==> config.mk <==
export PLATFORM = sky130hd
export DESIGN_NAME = rmf_median
export DESIGN_NICKNAME = d
export VERILOG_FILES = /design/src/rtl/rmf_pkg.sv /design/src/rtl/rmf_median.sv
export SDC_FILE = /design/constraint.sdc
export NUM_CORES = 1
export LEC_CHECK = 0
export ABC_AREA = 1
export BUFFER_PORTS_ARGS = -buffer_cell sky130_fd_sc_hd__buf_2
export CELL_PAD_IN_SITES_DETAIL_PLACEMENT = 0
export CELL_PAD_IN_SITES_GLOBAL_PLACEMENT = 1
export CORE_MARGIN = 2
export CORE_UTILIZATION = 49
export CTS_CLUSTER_DIAMETER = 80
export DETAILED_ROUTE_END_ITERATION = 16
export PLACE_DENSITY = 0.9
export SLEW_MARGIN = 5
export SYNTH_ARGS = -nofsm -noshare
export SYNTH_HDL_FRONTEND = slang
export SYNTH_SLANG_ARGS = --single-unit
==> constraint.sdc <==
create_clock -name clk -period 7.79 [get_ports clk]
set_input_delay 1.1685 -clock clk [delete_from_list [all_inputs] [get_ports clk]]
set_output_delay 1.1685 -clock clk [all_outputs]
set_load 0.02 [all_outputs]
==> src/rtl/rmf_pkg.sv <==
`timescale 1ns / 1ps
// ----------------------------------------------------------------------------
// rmf_pkg
// Shared constants, types and register codes of the rgb median window filter.
// ----------------------------------------------------------------------------
package rmf_pkg;

  localparam int RADIUS     = 1;
  localparam int MAX_WIDTH  = 1024;
  localparam int WIN        = 2 * RADIUS + 1;
  localparam int AREA       = WIN * WIN;
  localparam int MEDIAN_POS = (AREA - 1) / 2;

  localparam int CH_W       = 8;
  localparam int PIX_W      = 3 * CH_W;
  localparam int FW_W       = 11;
  localparam int FH_W       = 16;
  localparam int CFG_IDX_W  = 8;
  localparam int CFG_DATA_W = 16;

  localparam int COL_W = $clog2(MAX_WIDTH);
  localparam int LAG_W = $clog2(RADIUS * MAX_WIDTH + RADIUS + 1);
  localparam int OFF_W = $clog2(RADIUS + 1);
  localparam int SEL_W = $clog2(WIN);
  localparam int CNT_W = $clog2(AREA + 1);
  localparam int ENT_W = 2 * RADIUS * PIX_W;

  localparam logic [FW_W-1:0] RESET_WIDTH  = FW_W'(640);
  localparam logic [FH_W-1:0] RESET_HEIGHT = FH_W'(480);

  localparam logic [CFG_IDX_W-1:0] CFG_FRAME_WIDTH  = CFG_IDX_W'(0);
  localparam logic [CFG_IDX_W-1:0] CFG_FRAME_HEIGHT = CFG_IDX_W'(1);

  typedef logic [PIX_W-1:0] pix_t;
  typedef logic [CH_W-1:0]  chan_t;

  // per-item control: result flags and distances to the frame edges
  typedef struct packed {
    logic             emit;
    logic             last;
    logic [OFF_W-1:0] up;
    logic [OFF_W-1:0] dn;
    logic [OFF_W-1:0] lf;
    logic [OFF_W-1:0] rt;
  } ctl_t;

endpackage

==> src/rtl/rmf_median.sv <==
`timescale 1ns / 1ps
// ----------------------------------------------------------------------------
// rmf_median
// Rank based median of one colour channel over the selected window.
// ----------------------------------------------------------------------------
module rmf_median (
  input  logic           clk,
  input  logic           adv3,
  input  logic           adv4,
  input  rmf_pkg::chan_t vals [rmf_pkg::AREA],
  output rmf_pkg::chan_t med
);

  rmf_pkg::chan_t            vals4 [rmf_pkg::AREA];
  logic [rmf_pkg::AREA-1:0]  hit4;
  logic [rmf_pkg::AREA-1:0]  hit_d;
  logic [rmf_pkg::CNT_W-1:0] n_lt [rmf_pkg::AREA];
  logic [rmf_pkg::CNT_W-1:0] n_eq [rmf_pkg::AREA];
  rmf_pkg::chan_t            med_d;

  // an element is the median when its rank range covers the middle position
  always_comb begin
    for (int i = 0; i < rmf_pkg::AREA; i++) begin
      n_lt[i] = '0;
      n_eq[i] = '0;
      for (int j = 0; j < rmf_pkg::AREA; j++) begin
        n_lt[i] = n_lt[i] + rmf_pkg::CNT_W'(vals[j] < vals[i]);
        n_eq[i] = n_eq[i] + rmf_pkg::CNT_W'(vals[j] == vals[i]);
      end
      hit_d[i] = (n_lt[i] <= rmf_pkg::CNT_W'(rmf_pkg::MEDIAN_POS)) &&
                 ((n_lt[i] + n_eq[i]) > rmf_pkg::CNT_W'(rmf_pkg::MEDIAN_POS));
    end
  end

  // all hits carry the same value, so or-ing them is enough
  always_comb begin
    med_d = '0;
    for (int i = 0; i < rmf_pkg::AREA; i++) begin
      if (hit4[i]) begin
        med_d = med_d | vals4[i];
      end
    end
  end

  always_ff @(posedge clk) begin
    if (adv3) begin
      hit4 <= hit_d;
      for (int i = 0; i < rmf_pkg::AREA; i++) begin
        vals4[i] <= vals[i];
      end
    end
    if (adv4) begin
      med <= med_d;
    end
  end

endmodule

* After elaboration in Yosys (flattened, before gate mapping)
Memories as Yosys holds them, arrays and structs flattened. Cells that the tools add are included.
Storage, ports and cells: register bits after elaboration 17, RAM bits 72, bits of input ports 75, word-level logic and storage cells 355, memories 1
Cells by class: $add $sub $neg 153, order comparisons 99, equality and inequality tests 72, multiplexer cells 11, bitwise logic cells 8, reduce and logical (&&, ||, !) cells 9
Memory list:
- vals4 | words 9, width 8, rd ports 9, clocked after memory_dff 0, wr ports 9, RTL line rmf_median.sv:14 | rmf_pkg::chan_t vals4 [rmf_pkg::AREA];
Operators with widths (number):
- 8-bit less-than comparator | 81
- 8-bit equality test | 72
- 4-bit by 1-bit adder with 4-bit output | 85
- 8-bit 2-to-1 mux | 9
- 3-bit by 1-bit adder with 4-bit output | 17
- 8-bit bitwise OR | 8
- 2-bit by 1-bit adder with 3-bit output | 17
- 4-bit adder | 9
- 4-bit by 3-bit greater-than comparator with 1-bit output, second input constant | 9
- 4-bit by 3-bit less-or-equal comparator with 1-bit output, second input constant | 9
- 1-bit by 1-bit adder with 2-bit output | 16
- 4-bit by 1-bit adder with 4-bit output, second input constant | 5
- 1-bit logical AND | 9
- 3-bit by 1-bit adder with 4-bit output, second input constant | 1
- 2-bit by 1-bit adder with 3-bit output, second input constant | 1
- 1-bit by 1-bit adder with 2-bit output, first input constant | 1
- 1-bit by 1-bit adder with 2-bit output, second input constant | 1
- 1-bit 2-to-1 mux | 2

* Depth between registers and ports, before layout
depth after elaboration 17, depth in mapped cells 29, mapped depth without buffers 29

* Worst setup path after synthesis
OpenSTA, ideal clock, no wires.
path kind input port to flip-flop, from input vals[47] in the netlist's numbering, to register hit4[1] in the netlist's numbering, data pin, library setup time 0.249 ns, arrival 6.151 ns, data required time 7.541 ns, slack 1.390 ns, cell stages on the path 23, path buffers 0, path through inv_1 > ha_1 > nand2_1 > nor4_1 > a21oi_1 > ha_1 > inv_1 > fa_1 > inv_1 > fa_1 > fa_1 > inv_1 > ha_1 > fa_1 > fa_1 > inv_1 > ha_1 > fa_1 > xor2_1 > o21ai_0 > nand3_1 > nand2_1 > inv_1
Between the ends: cells in the longest elaborated chain, start to end 10, elaborated cells between the ends (all ways) 18, classes of those cells add/sub (13); order compare (3); eq/ne (1); reduce/logical (1)
RTL lines:
- start, declared | RTL line rmf_median.sv:10 | input rmf_pkg::chan_t vals [rmf_pkg::AREA],
- 8-bit less-than comparator or 8-bit equality test (tied branches) | RTL line rmf_median.sv:27, rmf_median.sv:28
- 3-bit by 1-bit adder with 4-bit output, on equally long branches | RTL line rmf_median.sv:27, rmf_median.sv:28
- 4-bit by 1-bit adder with 4-bit output, on equally long branches (5 in series) | RTL line rmf_median.sv:27, rmf_median.sv:28
- 4-bit adder | RTL line rmf_median.sv:31 | ((n_lt[i] + n_eq[i]) > rmf_pkg::CNT_W'(rmf_pkg::MEDIAN_POS));
- 4-bit by 3-bit greater-than comparator with 1-bit output | RTL line rmf_median.sv:31
- 1-bit logical AND (*) | RTL line rmf_median.sv:30 | hit_d[i] = (n_lt[i] <= rmf_pkg::CNT_W'(rmf_pkg::MEDIAN_POS)) &&
- net hit_d, one bit | RTL line rmf_median.sv:16 | logic [rmf_pkg::AREA-1:0] hit_d;
- end signal, assigned | RTL line rmf_median.sv:47 | hit4 <= hit_d;
- end, declared | RTL line rmf_median.sv:15 | logic [rmf_pkg::AREA-1:0] hit4;
The timed path passes the listed nets; every way through them passes the cells marked *. A chain may end at the register's enable or synchronous reset.

* Final worst setup path
from input vals[39] in the netlist's numbering, to register hit4[4] in the netlist's numbering, data pin
Between the ends: cells in the longest elaborated chain, start to end 12, elaborated cells between the ends (all ways) 37, classes of those cells add/sub (17); order compare (11); eq/ne (8); reduce/logical (1)
RTL lines (RTL line):
- 8-bit less-than comparator or 8-bit equality test (tied branches) | rmf_median.sv:27, rmf_median.sv:28
- 1-bit by 1-bit adder with 2-bit output, on equally long branches | rmf_median.sv:27, rmf_median.sv:28
- 2-bit by 1-bit adder with 3-bit output, on equally long branches | rmf_median.sv:27, rmf_median.sv:28
- 3-bit by 1-bit adder with 4-bit output, on equally long branches | rmf_median.sv:27, rmf_median.sv:28
- 4-bit by 1-bit adder with 4-bit output, on equally long branches (5 in series) | rmf_median.sv:27, rmf_median.sv:28
- 4-bit adder | rmf_median.sv:31
- 4-bit by 3-bit greater-than comparator with 1-bit output | rmf_median.sv:31
- 1-bit logical AND (*) | rmf_median.sv:30
- net hit_d, one bit | rmf_median.sv:16
Marks and branches as above.

==> flow_metrics.tcl <==
set metrics [dict create \
    status "complete, no violations" \
    area_growth_syn_to_layout_pct 9.559 \
    drive_gt1_share_pct 8.864 \
    rrSetupSlack_ps 6080 \
    crit_fanout 6 \
    synth_area_leader_cell "ha_1" \
    syn_nets 2169 \
    startpoint_type "input port" \
    drv_slew 0 \
    dieArea_sq_um 30250 \
    slowest_delay_ps 550 \
    period_minus_slack_ps 6813 \
    htreeDepth 3 \
    gp_congestion 0.9365 \
    syn_avg_cell_area_sq_um 8.607 \
    crit_path_end_kind "flop" \
    grt_first_pass_wirelength_mm 69.78 \
    min_period_over_period_pct 87.45 \
    max-slew-margin-rel_pct 23.72 \
    row_count 62 \
    ys_types 31 \
    finClkSkew_ps 11.68 \
    diodes 0 \
    wirelength_mm 46.17 \
    wl_per_cell_um 21.54 \
    whs_ps 551.1 \
    power_density_nw_per_um2 245.6 \
    crit_path_top_delay_cell "fa_1" \
    cts.sinks 89 \
    worstPathRequired_ps 7900 \
    root_buffer "clkbuf_16" \
    placed_cells 2128 \
    cts.path.max_buffers 2 \
    yosys-top-cells-area "ha_1 33%, edfxtp_1 19%, fa_1 11%, inv_1 8.5%, nand2_1 6.6%" \
    vias_per_cell 5.725 \
    syn_area_sq_um 14150 \
    cts_inserted_buffers 9 \
    rsz0062_at_grt "no" \
    insertion_delay_ps 370 \
    synthSimpleGateAreaFrac_pct 16.74 \
    initial_core_util_pct 49.57 \
    path_delay_family "adder cells" \
    postCtsHoldBufs 0 \
    path_cells "buf_2, inv_1, ha_1, nand2_1, or2_2, nand3_1, inv_1, fa_1, inv_1, fa_1, inv_1, fa_1, ha_1, inv_1, ha_1, fa_1, fa_1, inv_1, ha_1, fa_1, o21ai_0, a21oi_1" \
    multi_input_area_sq_um 10220 \
    io_pins 83 \
    die_x_um 173.9 \
    synth_seq_area_share_pct 18.89 \
    min_path_type "reg -> reg" \
    cts_tree "done" \
    nNetsFinal 2280 \
    maxClockFrequency_mhz 146.8 \
    area.sequential_sq_um 2673 \
    final_cells 2144 \
    ant_nets 0 \
    synth-compound-area-share_pct 10.28 \
    cts.reportedPaths.clkPinSlew_ps 70 \
    tightest_slew_ps 1144 \
    tns_ps 0 \
    globalRouteOverflowTotal 0 \
    ir_drop_mv 0.1498 \
    cap_violations 0 \
    path_class "in -> reg" \
    synth_fa_ha_area_share_pct 44.09 \
    drcViolationCount 0 \
    fp.dieH_um 173.9 \
    p_leak_uw 0.008130 \
    antenna_found_initial 0 \
    hpwl_mm 37.04 \
    postCtsSetupBuffers 0 \
    first_pass_iters 6 \
    num-fill-cells 2695 \
    synth_seq_cells 89 \
    drt_iter0_drc 1032 \
    grt.total_usage_pct 31.14 \
    synth.area.mux_share_pct 0 \
    power.total_uw 3807 \
    final_core_util_pct 54.30 \
    synth_top_family_by_area "adder cells" \
    core_area_sq_um 28550 \
    hold_violations 0 \
    via_count 12280 \
    post_cts_resize_count 0 \
    setup_viol 0 \
    numPortBuffers 82 \
    synth.top_cell.area_share_pct 32.63 \
    yosysWarnings 0 \
    synthCells 1644 \
    arrival_ps 6920 \
    synth_xor_area_share_pct 1.114 \
    grt_pass1_vias 12070 \
    critPathBufInv 7 \
    grt_start_max_net_pins 82 \
]
-- per-layer routing --
metal / wire length [um] / track usage, %
met1: 19370 / 40.52
met5: 0 / 0
met4: 2899 / 16.53
met3: 3448 / 5.424
met2: 20460 / 49.62
-- cell usage after synthesis, drive strengths merged --
cell and n:
a21boi 2, a21o 1, a21oi 166, a22o 24
and2 8, buf 9, edfxtp 89, fa 81
ha 369, inv 323, nand2 250, nand3 95
nand3b 2, nand4 14, nor2 71, nor3 27
nor3b 2, nor4 17, o21a 17, o21ai 49
o21bai 2, or2 8, xnor2 4, xor2 14
-- worst paths after layout --
check / start / to / cells past startpoint
worst max-delay path: vals[39] / hit4[4] / 22
worst min-delay path: vals4[0][65] / med[1] / 2
worst max register to register: hit4[2] / med[0] / 3
worst min register to register: vals4[0][65] / med[1] / 2
-- flip-flops by register name (all words and copies together) (netlist names) --
name / count
vals4: 72
hit4: 9
med: 8
-- where the power goes --
group	switching, uW	internal (uW)	total (uW)
registers	92.7	633	726
logic	1580	1040	2620
clock network	214	253	467
-- final cells by class --
type	instances	area share [%]
well taps	384	3.099
repair buffers	109	3.971
clock inverters	7	0.4923
inverters	323	7.821
flip-flops and latches	89	17.24
multi-input cells	1223	65.92
clock buffers	9	1.453
-- cell usage in the layout, fill, tap and decap left out, types with 17 or more instances in the layout --
master	instances
o21a_1	17
edfxtp_1	89
inv_1	322
buf_4	28
buf_2	81
nor2_1	71
fa_1	81
a22o_1	24
o21ai_0	48
nand3_1	91
nand2_1	249
nor3_1	23
a21oi_1	166
ha_1	369
-- per-stage QoR --
stage	cell area (sq um)	setup slack (ps)
floorplan	14150	1390
global placement	15200	704.4
detailed placement	15200	668.6
CTS	15500	1044
global route	15500	756.2
finish	15500	977.4
-- kinds of logic after synthesis --
kind of cell | Yosys count
buffers and inverters | 332
XOR/XNOR | 18
flip-flops | 89
AND/OR/NAND/NOR | 494
adder cells (fa/ha/maj) | 450
AO/OA/AOI/OAI | 261
-- worst min-delay path: cells and delay by family (launching register included) --
kind	cells	cell delay, ps
compound gates	1	70
flops	1	320
simple gates	1	60
Note: power is estimated with default switching activity, not from simulation.
