`config.mk`:
```
export PLATFORM = sky130hd
export DESIGN_NAME = rmf_ctrl
export DESIGN_NICKNAME = d
export VERILOG_FILES = /design/src/rtl/rmf_pkg.sv /design/src/rtl/rmf_ctrl.sv
export SDC_FILE = /design/constraint.sdc
export NUM_CORES = 1
export LEC_CHECK = 0
export BUFFER_PORTS_ARGS = -buffer_cell sky130_fd_sc_hd__buf_2
export CAP_MARGIN = 20
export CORE_ASPECT_RATIO = 0.8
export CORE_MARGIN = 5
export CORE_UTILIZATION = 50
export CTS_CLUSTER_SIZE = 24
export DETAILED_ROUTE_END_ITERATION = 6
export PLACE_DENSITY = 0.7
export SYNTH_ARGS = -nofsm -noshare
export SYNTH_HDL_FRONTEND = slang
export SYNTH_SLANG_ARGS = --single-unit
```
`constraint.sdc`:
```
create_clock -name clk -period 2.84 [get_ports clk]
set_input_delay 0.142 -clock clk [delete_from_list [all_inputs] [get_ports clk]]
set_output_delay 0.142 -clock clk [all_outputs]
set_load 0.05 [all_outputs]
```
`src/rtl/rmf_pkg.sv`:
```
`timescale 1ns / 1ps
// ----------------------------------------------------------------------------
// rmf_pkg
// Shared constants, types and register codes of the rgb median window filter.
// ----------------------------------------------------------------------------
package rmf_pkg;

  localparam int RADIUS     = 1;
  localparam int MAX_WIDTH  = 1024;
  localparam int WIN        = 2 * RADIUS + 1;
  localparam int AREA       = WIN * WIN;
  localparam int MEDIAN_POS = (AREA - 1) / 2;

  localparam int CH_W       = 8;
  localparam int PIX_W      = 3 * CH_W;
  localparam int FW_W       = 11;
  localparam int FH_W       = 16;
  localparam int CFG_IDX_W  = 8;
  localparam int CFG_DATA_W = 16;

  localparam int COL_W = $clog2(MAX_WIDTH);
  localparam int LAG_W = $clog2(RADIUS * MAX_WIDTH + RADIUS + 1);
  localparam int OFF_W = $clog2(RADIUS + 1);
  localparam int SEL_W = $clog2(WIN);
  localparam int CNT_W = $clog2(AREA + 1);
  localparam int ENT_W = 2 * RADIUS * PIX_W;

  localparam logic [FW_W-1:0] RESET_WIDTH  = FW_W'(640);
  localparam logic [FH_W-1:0] RESET_HEIGHT = FH_W'(480);

  localparam logic [CFG_IDX_W-1:0] CFG_FRAME_WIDTH  = CFG_IDX_W'(0);
  localparam logic [CFG_IDX_W-1:0] CFG_FRAME_HEIGHT = CFG_IDX_W'(1);

  typedef logic [PIX_W-1:0] pix_t;
  typedef logic [CH_W-1:0]  chan_t;

  // per-item control: result flags and distances to the frame edges
  typedef struct packed {
    logic             emit;
    logic             last;
    logic [OFF_W-1:0] up;
    logic [OFF_W-1:0] dn;
    logic [OFF_W-1:0] lf;
    logic [OFF_W-1:0] rt;
  } ctl_t;

endpackage

```
`src/rtl/rmf_ctrl.sv`:
```
`timescale 1ns / 1ps
// ----------------------------------------------------------------------------
// rmf_ctrl
// Frame size registers, input and result position counters, edge distances.
// ----------------------------------------------------------------------------
module rmf_ctrl (
  input  logic                             clk,
  input  logic                             rst,
  input  logic                             accept,
  input  logic                             mode,
  input  logic                             cfg_we,
  input  logic [rmf_pkg::CFG_IDX_W-1:0]    cfg_index,
  input  logic [rmf_pkg::CFG_DATA_W-1:0]   cfg_data,
  output logic                             shift,
  output rmf_pkg::ctl_t                    ctl,
  output logic [rmf_pkg::COL_W-1:0]        in_col
);

  logic [rmf_pkg::FW_W-1:0]  frame_width;
  logic [rmf_pkg::FH_W-1:0]  frame_height;
  logic [rmf_pkg::FH_W-1:0]  in_row;
  logic                      received;
  logic [rmf_pkg::LAG_W-1:0] pre;
  logic [rmf_pkg::COL_W-1:0] out_col;
  logic [rmf_pkg::FH_W-1:0]  out_row;

  logic [rmf_pkg::COL_W:0]   eff_w;
  logic [rmf_pkg::FH_W-1:0]  eff_h;
  logic [rmf_pkg::LAG_W-1:0] lag;
  logic                      col_wrap;
  logic                      row_done;
  logic                      out_col_end;
  logic                      out_row_end;
  logic [rmf_pkg::COL_W:0]   col_rem;
  logic [rmf_pkg::FH_W-1:0]  row_rem;

  always_comb begin
    if (frame_width == '0) begin
      eff_w = (rmf_pkg::COL_W+1)'(1);
    end else if (32'(frame_width) > 32'(rmf_pkg::MAX_WIDTH)) begin
      eff_w = (rmf_pkg::COL_W+1)'(rmf_pkg::MAX_WIDTH);
    end else begin
      eff_w = (rmf_pkg::COL_W+1)'(frame_width);
    end
    eff_h = (frame_height == '0) ? rmf_pkg::FH_W'(1) : frame_height;
    lag   = rmf_pkg::LAG_W'(rmf_pkg::RADIUS) * rmf_pkg::LAG_W'(eff_w)
          + rmf_pkg::LAG_W'(rmf_pkg::RADIUS);

    shift       = !(mode && !received);
    col_wrap    = ({1'b0, in_col} + 1'b1) == eff_w;
    row_done    = ({1'b0, in_row} + 1'b1) == {1'b0, eff_h};
    out_col_end = ({1'b0, out_col} + 1'b1) == eff_w;
    out_row_end = ({1'b0, out_row} + 1'b1) == {1'b0, eff_h};
    col_rem     = eff_w - 1'b1 - {1'b0, out_col};
    row_rem     = eff_h - 1'b1 - out_row;

    ctl.emit = (pre == lag);
    ctl.last = ctl.emit && out_col_end && out_row_end;
    ctl.up   = (out_row < rmf_pkg::FH_W'(rmf_pkg::RADIUS)) ?
               rmf_pkg::OFF_W'(out_row) : rmf_pkg::OFF_W'(rmf_pkg::RADIUS);
    ctl.dn   = (row_rem < rmf_pkg::FH_W'(rmf_pkg::RADIUS)) ?
               rmf_pkg::OFF_W'(row_rem) : rmf_pkg::OFF_W'(rmf_pkg::RADIUS);
    ctl.lf   = (out_col < rmf_pkg::COL_W'(rmf_pkg::RADIUS)) ?
               rmf_pkg::OFF_W'(out_col) : rmf_pkg::OFF_W'(rmf_pkg::RADIUS);
    ctl.rt   = (col_rem < (rmf_pkg::COL_W+1)'(rmf_pkg::RADIUS)) ?
               rmf_pkg::OFF_W'(col_rem) : rmf_pkg::OFF_W'(rmf_pkg::RADIUS);
  end

  always_ff @(posedge clk) begin
    if (rst) begin
      frame_width  <= rmf_pkg::RESET_WIDTH;
      frame_height <= rmf_pkg::RESET_HEIGHT;
      in_col       <= '0;
      in_row       <= '0;
      received     <= 1'b0;
      pre          <= '0;
      out_col      <= '0;
      out_row      <= '0;
    end else if (cfg_we) begin
      if (cfg_index == rmf_pkg::CFG_FRAME_WIDTH ||
          cfg_index == rmf_pkg::CFG_FRAME_HEIGHT) begin
        if (cfg_index == rmf_pkg::CFG_FRAME_WIDTH) begin
          frame_width <= cfg_data[rmf_pkg::FW_W-1:0];
        end else begin
          frame_height <= cfg_data[rmf_pkg::FH_W-1:0];
        end
        in_col   <= '0;
        in_row   <= '0;
        received <= 1'b0;
        pre      <= '0;
        out_col  <= '0;
        out_row  <= '0;
      end
    end else if (accept && shift) begin
      if (ctl.last) begin
        // final result of the frame restarts every position
        in_col   <= '0;
        in_row   <= '0;
        received <= 1'b0;
        pre      <= '0;
        out_col  <= '0;
        out_row  <= '0;
      end else begin
        in_col <= col_wrap ? '0 : in_col + 1'b1;
        if (!received && col_wrap) begin
          in_row <= in_row + 1'b1;
          if (row_done) begin
            received <= 1'b1;
          end
        end
        if (!ctl.emit) begin
          pre <= pre + 1'b1;
        end else begin
          out_col <= out_col_end ? '0 : out_col + 1'b1;
          if (out_col_end) begin
            out_row <= out_row + 1'b1;
          end
        end
      end
    end
  end

endmodule

```
# Yosys cells after proc, flatten, opt, wreduce, memory -nomap -nowiden
# Index checks and enable logic that the tools add are counted.
dict set report op_classes {
  add_sub_neg 14
  multipliers 0
  n_div 0
  n_lt_le_gt_ge 5
  eq_ne 8
  shifts 0
  n_mux 38
  n_bitwise 1
  reduce_logical 24
}
# op count
set op_table {}
lappend op_table {{16-bit two-way mux} 11}
lappend op_table {{10-bit two-way mux} 10}
lappend op_table {{11-bit two-way mux} 7}
lappend op_table {{16-bit by 1-bit adder with 17-bit output (second input constant)} 2}
lappend op_table {{17-bit by 16-bit == test with 1-bit output} 2}
lappend op_table {{11-bit == test} 3}
lappend op_table {{16-bit by 1-bit adder with 16-bit output (second input constant)} 2}
lappend op_table {{16-bit by 1-bit < comparator with 1-bit output (second input constant)} 2}
lappend op_table {{10-bit by 1-bit adder with 11-bit output (second input constant)} 2}
lappend op_table {{11-bit by 1-bit adder with 11-bit output (second input constant)} 2}
lappend op_table {{10-bit by 1-bit adder with 10-bit output (second input constant)} 2}
lappend op_table {{16-bit zero test} 1}
lappend op_table {{16-bit by 1-bit subtractor with 16-bit output (second input constant)} 1}
lappend op_table {{16-bit subtractor} 1}
lappend op_table {{3-bit AND reduction} 5}
lappend op_table {{3-bit nonzero test} 4}
lappend op_table {{11-bit greater-than comparator (second input constant)} 1}
lappend op_table {{11-bit zero test} 1}
lappend op_table {{11-bit by 1-bit < comparator with 1-bit output (second input constant)} 1}
lappend op_table {{11-bit by 1-bit subtractor with 11-bit output (second input constant)} 1}
lappend op_table {{11-bit by 10-bit subtractor with 11-bit output} 1}
lappend op_table {{10-bit by 1-bit < comparator with 1-bit output (second input constant)} 1}
lappend op_table {{1-bit two-way mux} 10}
lappend op_table {{8-bit by 1-bit == test with 1-bit output (second input constant)} 1}
lappend op_table {{10 further kinds} 16}
dict set report totals {
  register_bits 91
  latchBits 0
  mem_bits_rw 0
  romBits 0
  in_bits 29
  output_inout_bits 17
  wordCells 98
  n_memories 0
}

# Depth between registers and ports, before layout
dict set report depth {
  word_depth 10
  ltp_mapped 15
  mapped_depth_nobuf 14
}

# Worst setup path after synthesis
# OpenSTA, ideal clock, no wires.
dict set report synth_timing {
  kind {flip-flop to output port}
  start {reg frame_height[2] (netlist bit)}
  end {out ctl[2] (netlist bit)}
  t_arrival_ps 4592
  slack_ps -1894
  stages_incl_launch_ff 16
  n_path_buf 1
  path_cell_list {dfxtp_1 -> clkbuf_1 -> nor4_1 -> a41o_1 -> ha_1 -> inv_1 -> fa_1 -> o21bai_1 -> a31oi_1 -> o21ai_0 -> nand2_1 -> a31oi_1 -> o21a_1 -> o21ai_0 -> a32o_1 -> o311ai_0}
}
# item line
set synth_rtl {}
lappend synth_rtl {{from (decl)} rmf_ctrl.sv:20} ;# logic [rmf_pkg::FH_W-1:0] frame_height;
lappend synth_rtl {{from (signal assigned)} rmf_ctrl.sv:72} ;# frame_height <= rmf_pkg::RESET_HEIGHT;
lappend synth_rtl {{from (signal assigned)} rmf_ctrl.sv:85} ;# frame_height <= cfg_data[rmf_pkg::FH_W-1:0];
lappend synth_rtl {{to (decl)} rmf_ctrl.sv:15} ;# output rmf_pkg::ctl_t ctl,

==> results.md <==
- Max-Cap Viols: 0
- Kind of critical path: reg2out
- Clock slew at reported path FFs: 0.07 ns
- Skew-Pair Late Insertion Delay: 0.35 ns
- Syn_nets: 1072
- WL/cell: 18.2 um
- Final worst path period share: 1.30
- Post-route minimum period: 3.69 ns
- Seq/Total Area, Yosys: 0.239
- Largest net degree at the start of global routing: 68
- CTS tree: done
- Synth area leaders: dfxtp_1, xnor2_1, ha_1
- Setup violations, final: 51
- Failing checks: negative setup slack
- Core ar.: 15000 um^2
- Nets: 1284
- Worst setup margin: -0.847 ns
- Starting Density: 0.509
- Antenna Cells: 0
- Antenna violations before repair: 0
- Tightest Hold Check Type: in2reg
- Hold-fix buffers, CTS: 0
- FP Rows: 40
- Total GRT Usage: 0.278
- Dominant cell type by area after synthesis: dfxtp_1
- CP Capture Type: output port
- IO Port Bufs: 45
- CTS root buf: clkbuf_16
- Area growth, synth to finish: 42.3%
- Fin util: 0.724
- CP Data Arrival Time: 3.54 ns
- Primary FF master, synth: dfxtp_1
- FF+latch area: 1860 um^2
- Slew HR: 0.451
- # fillers: 1069
- Post-synth cell types: 83
- Share of layout cells above drive strength 1: 0.366
- Clock skew: 0.00816 ns
- Longest Clk Path Bufs: 2
- Die area: 17800 um^2
- Number of enable flip-flop cells after synthesis: 0
- Placement Setup Slack: -0.639 ns
- Achievable frequency: 0.271 GHz
- # IOs: 46
- Slew Limit Fails: 0
- Synth Cell Area: 7610 um^2
- Number of global-route vias before repair: 8041
- Iter 0 DRT Violations: 795
- Pwr Density: 251 nW/um^2
- LEAKAGE: 4.29 nW
- Synth Instances: 1012
- Async set-reset flop share out of synthesis: 0
- WL final: 25.8 mm
- Die span in x: 148 um
- Yosys warning total: 0
- TritonCTS Buffers: 9
- Global-route wire length before repair: 40.6 mm
- Vias/cell: 6.07
- Placed cell count: 1384
- Pwr Total: 2.72 mW
- Peak VDD IR: 0.000301 V
- Status: finished, violations left
- Die H: 120 um
- Hpwl dp: 18.6 mm
- RSZ-0062 raised after global routing: true
- GR Overflow Total: 0
- Flops & latches, synth: 91
- DR DRC count: 0
- CP Data Required Time: 2.70 ns
- Hold Vio Cnt, Final: 0
- Area of the multi-input gates: 6100 um^2
- Via Count: 8606
- Synth top area share: 0.239
- Non-Filler Instances: 1418
- Crit path max fanout: 2
- Avg Cell Area, Syn: 7.52 um^2
- Antenna viol nets, final: 0
- Hold_ws: 0.0183 ns
- Router iterations before antenna repair: 5
- Htree depth: 3
- GP Congestion: 0.918
- Worst slew pin tran: 0.824 ns
- CP startpoint kind: register
- CTS Sinks: 91
==> synth_stat cells, drive strengths merged (7+ instances only) <==
library cell,n
a21o,9
a21oi,65
a31oi,9
and2,8
and3,28
and4,10
buf,20
clkbuf,55
dfxtp,91
ha,30
inv,49
mux2i,24
nand2,90
nand2b,8
nand3,52
nand3b,7
nand4,21
nor2,73
nor2b,16
nor3,36
nor3b,9
nor4,34
o21ai,39
o22ai,10
o31ai,13
xnor2,61
xor2,29
==> per-stage QoR <==
stage	setup TNS (ns)	instance area [um^2]
2_1_floorplan	-8.48	7720
3_3_place_gp	-9.77	9490
3_5_place_dp	-14.55	9490
4_1_cts	-9.16	10400
5_1_grt	-13.05	10800
6_report	-6.14	10800
==> area by class of cell <==
type / count / area share
sequential: 91 / 0.171
inverter: 50 / 0.0173
clock inverter: 7 / 0.00670
multi-input combinational: 797 / 0.563
clock buffer: 9 / 0.0208
timing repair buffer: 275 / 0.199
tap: 189 / 0.0218
==> flip-flops by register name (all words and copies together), names as in the netlist <==
| signal | flops |
|---|---|
| received | 1 |
| in_row | 16 |
| out_col | 10 |
| in_col | 10 |
| frame_height | 16 |
| frame_width | 11 |
| pre | 11 |
| out_row | 16 |
==> critical path, cell delays in order, from the launching register on <==
cell	delay (ns)
dfxtp_2	0.34
nor4_4	0.28
a41o_1	0.27
ha_4	0.15
a21oi_1	0.07
maj3_1	0.38
buf_4	0.15
nor2_1	0.12
o41a_1	0.17
nand4_1	0.15
a31oi_2	0.23
a21o_1	0.20
nor3b_1	0.25
buf_4	0.16
o311ai_4	0.10
buf_6	0.17
==> layout by cell type (no fill, tap or decap), types with 8 or more instances in the layout <==
| cell | Yosys | final |
|---|---|---|
| a21oi_2 | 0 | 14 |
| nor3_1 | 35 | 24 |
| dfxtp_1 | 91 | 73 |
| xnor2_1 | 61 | 59 |
| and3_1 | 28 | 27 |
| inv_1 | 49 | 47 |
| buf_6 | 1 | 22 |
| nor3_2 | 1 | 9 |
| nand2_1 | 90 | 89 |
| nor2_1 | 73 | 64 |
| nor2b_1 | 16 | 11 |
| o21ai_1 | 2 | 11 |
| clkbuf_16 | 0 | 9 |
| nor4_2 | 1 | 10 |
| mux2i_1 | 24 | 24 |
| xor2_1 | 29 | 29 |
| a21o_1 | 9 | 9 |
| nand4_1 | 21 | 21 |
| buf_4 | 3 | 200 |
| o21ai_0 | 37 | 25 |
| and4_1 | 9 | 8 |
| ha_1 | 30 | 26 |
| nand3_1 | 51 | 41 |
| buf_2 | 12 | 42 |
| dfxtp_2 | 0 | 13 |
| a21oi_1 | 65 | 50 |
| nor4_1 | 31 | 17 |
| nor2_4 | 0 | 8 |
==> metal layers <==
metal,track usage,up-vias,part of all wire,wire (um)
li1,-,4114,-,-
met1,0.389,4095,0.45,11500
met2,0.445,342,0.46,11800
met3,0.0461,55,0.071,1820
met4,0.0767,0,0.024,624
met5,0,-,0,0
==> logic make-up after synthesis <==
group	synth area share
AO/OA/AOI/OAI	0.196
XOR/XNOR	0.113
adder cells (fa/ha/maj)	0.0546
buffers and inverters	0.0661
flip-flops	0.239
multiplexers	0.0330
AND/OR/NAND/NOR	0.299
==> repair_timing <==
action	in CTS	in global routing
cloned	1	1
hold endpoints to repair	0	0
resized for setup	126	80
setup endpoints to repair	61	68
pin swaps	65	60
buffers inserted	9	10
==> worst paths after layout <==
kind	startpoint	end	slack (ns)	depth (start not counted)
setup / recovery	frame_height[11]	ctl[2]	-0.85	15
hold / removal	cfg_data[13]	frame_height[13]	0.02	3
setup reg to reg	frame_height[11]	in_col[9]	-0.20	15
hold reg to reg	in_row[15]	in_row[15]	0.50	1
==> report_power, final <==
part,internal (mW),switching [mW]
registers,1.27,0.00280
logic,0.0967,0.142
clock network,0.620,0.586
total,1.99,0.731
Power figures use the tool's default switching activity.
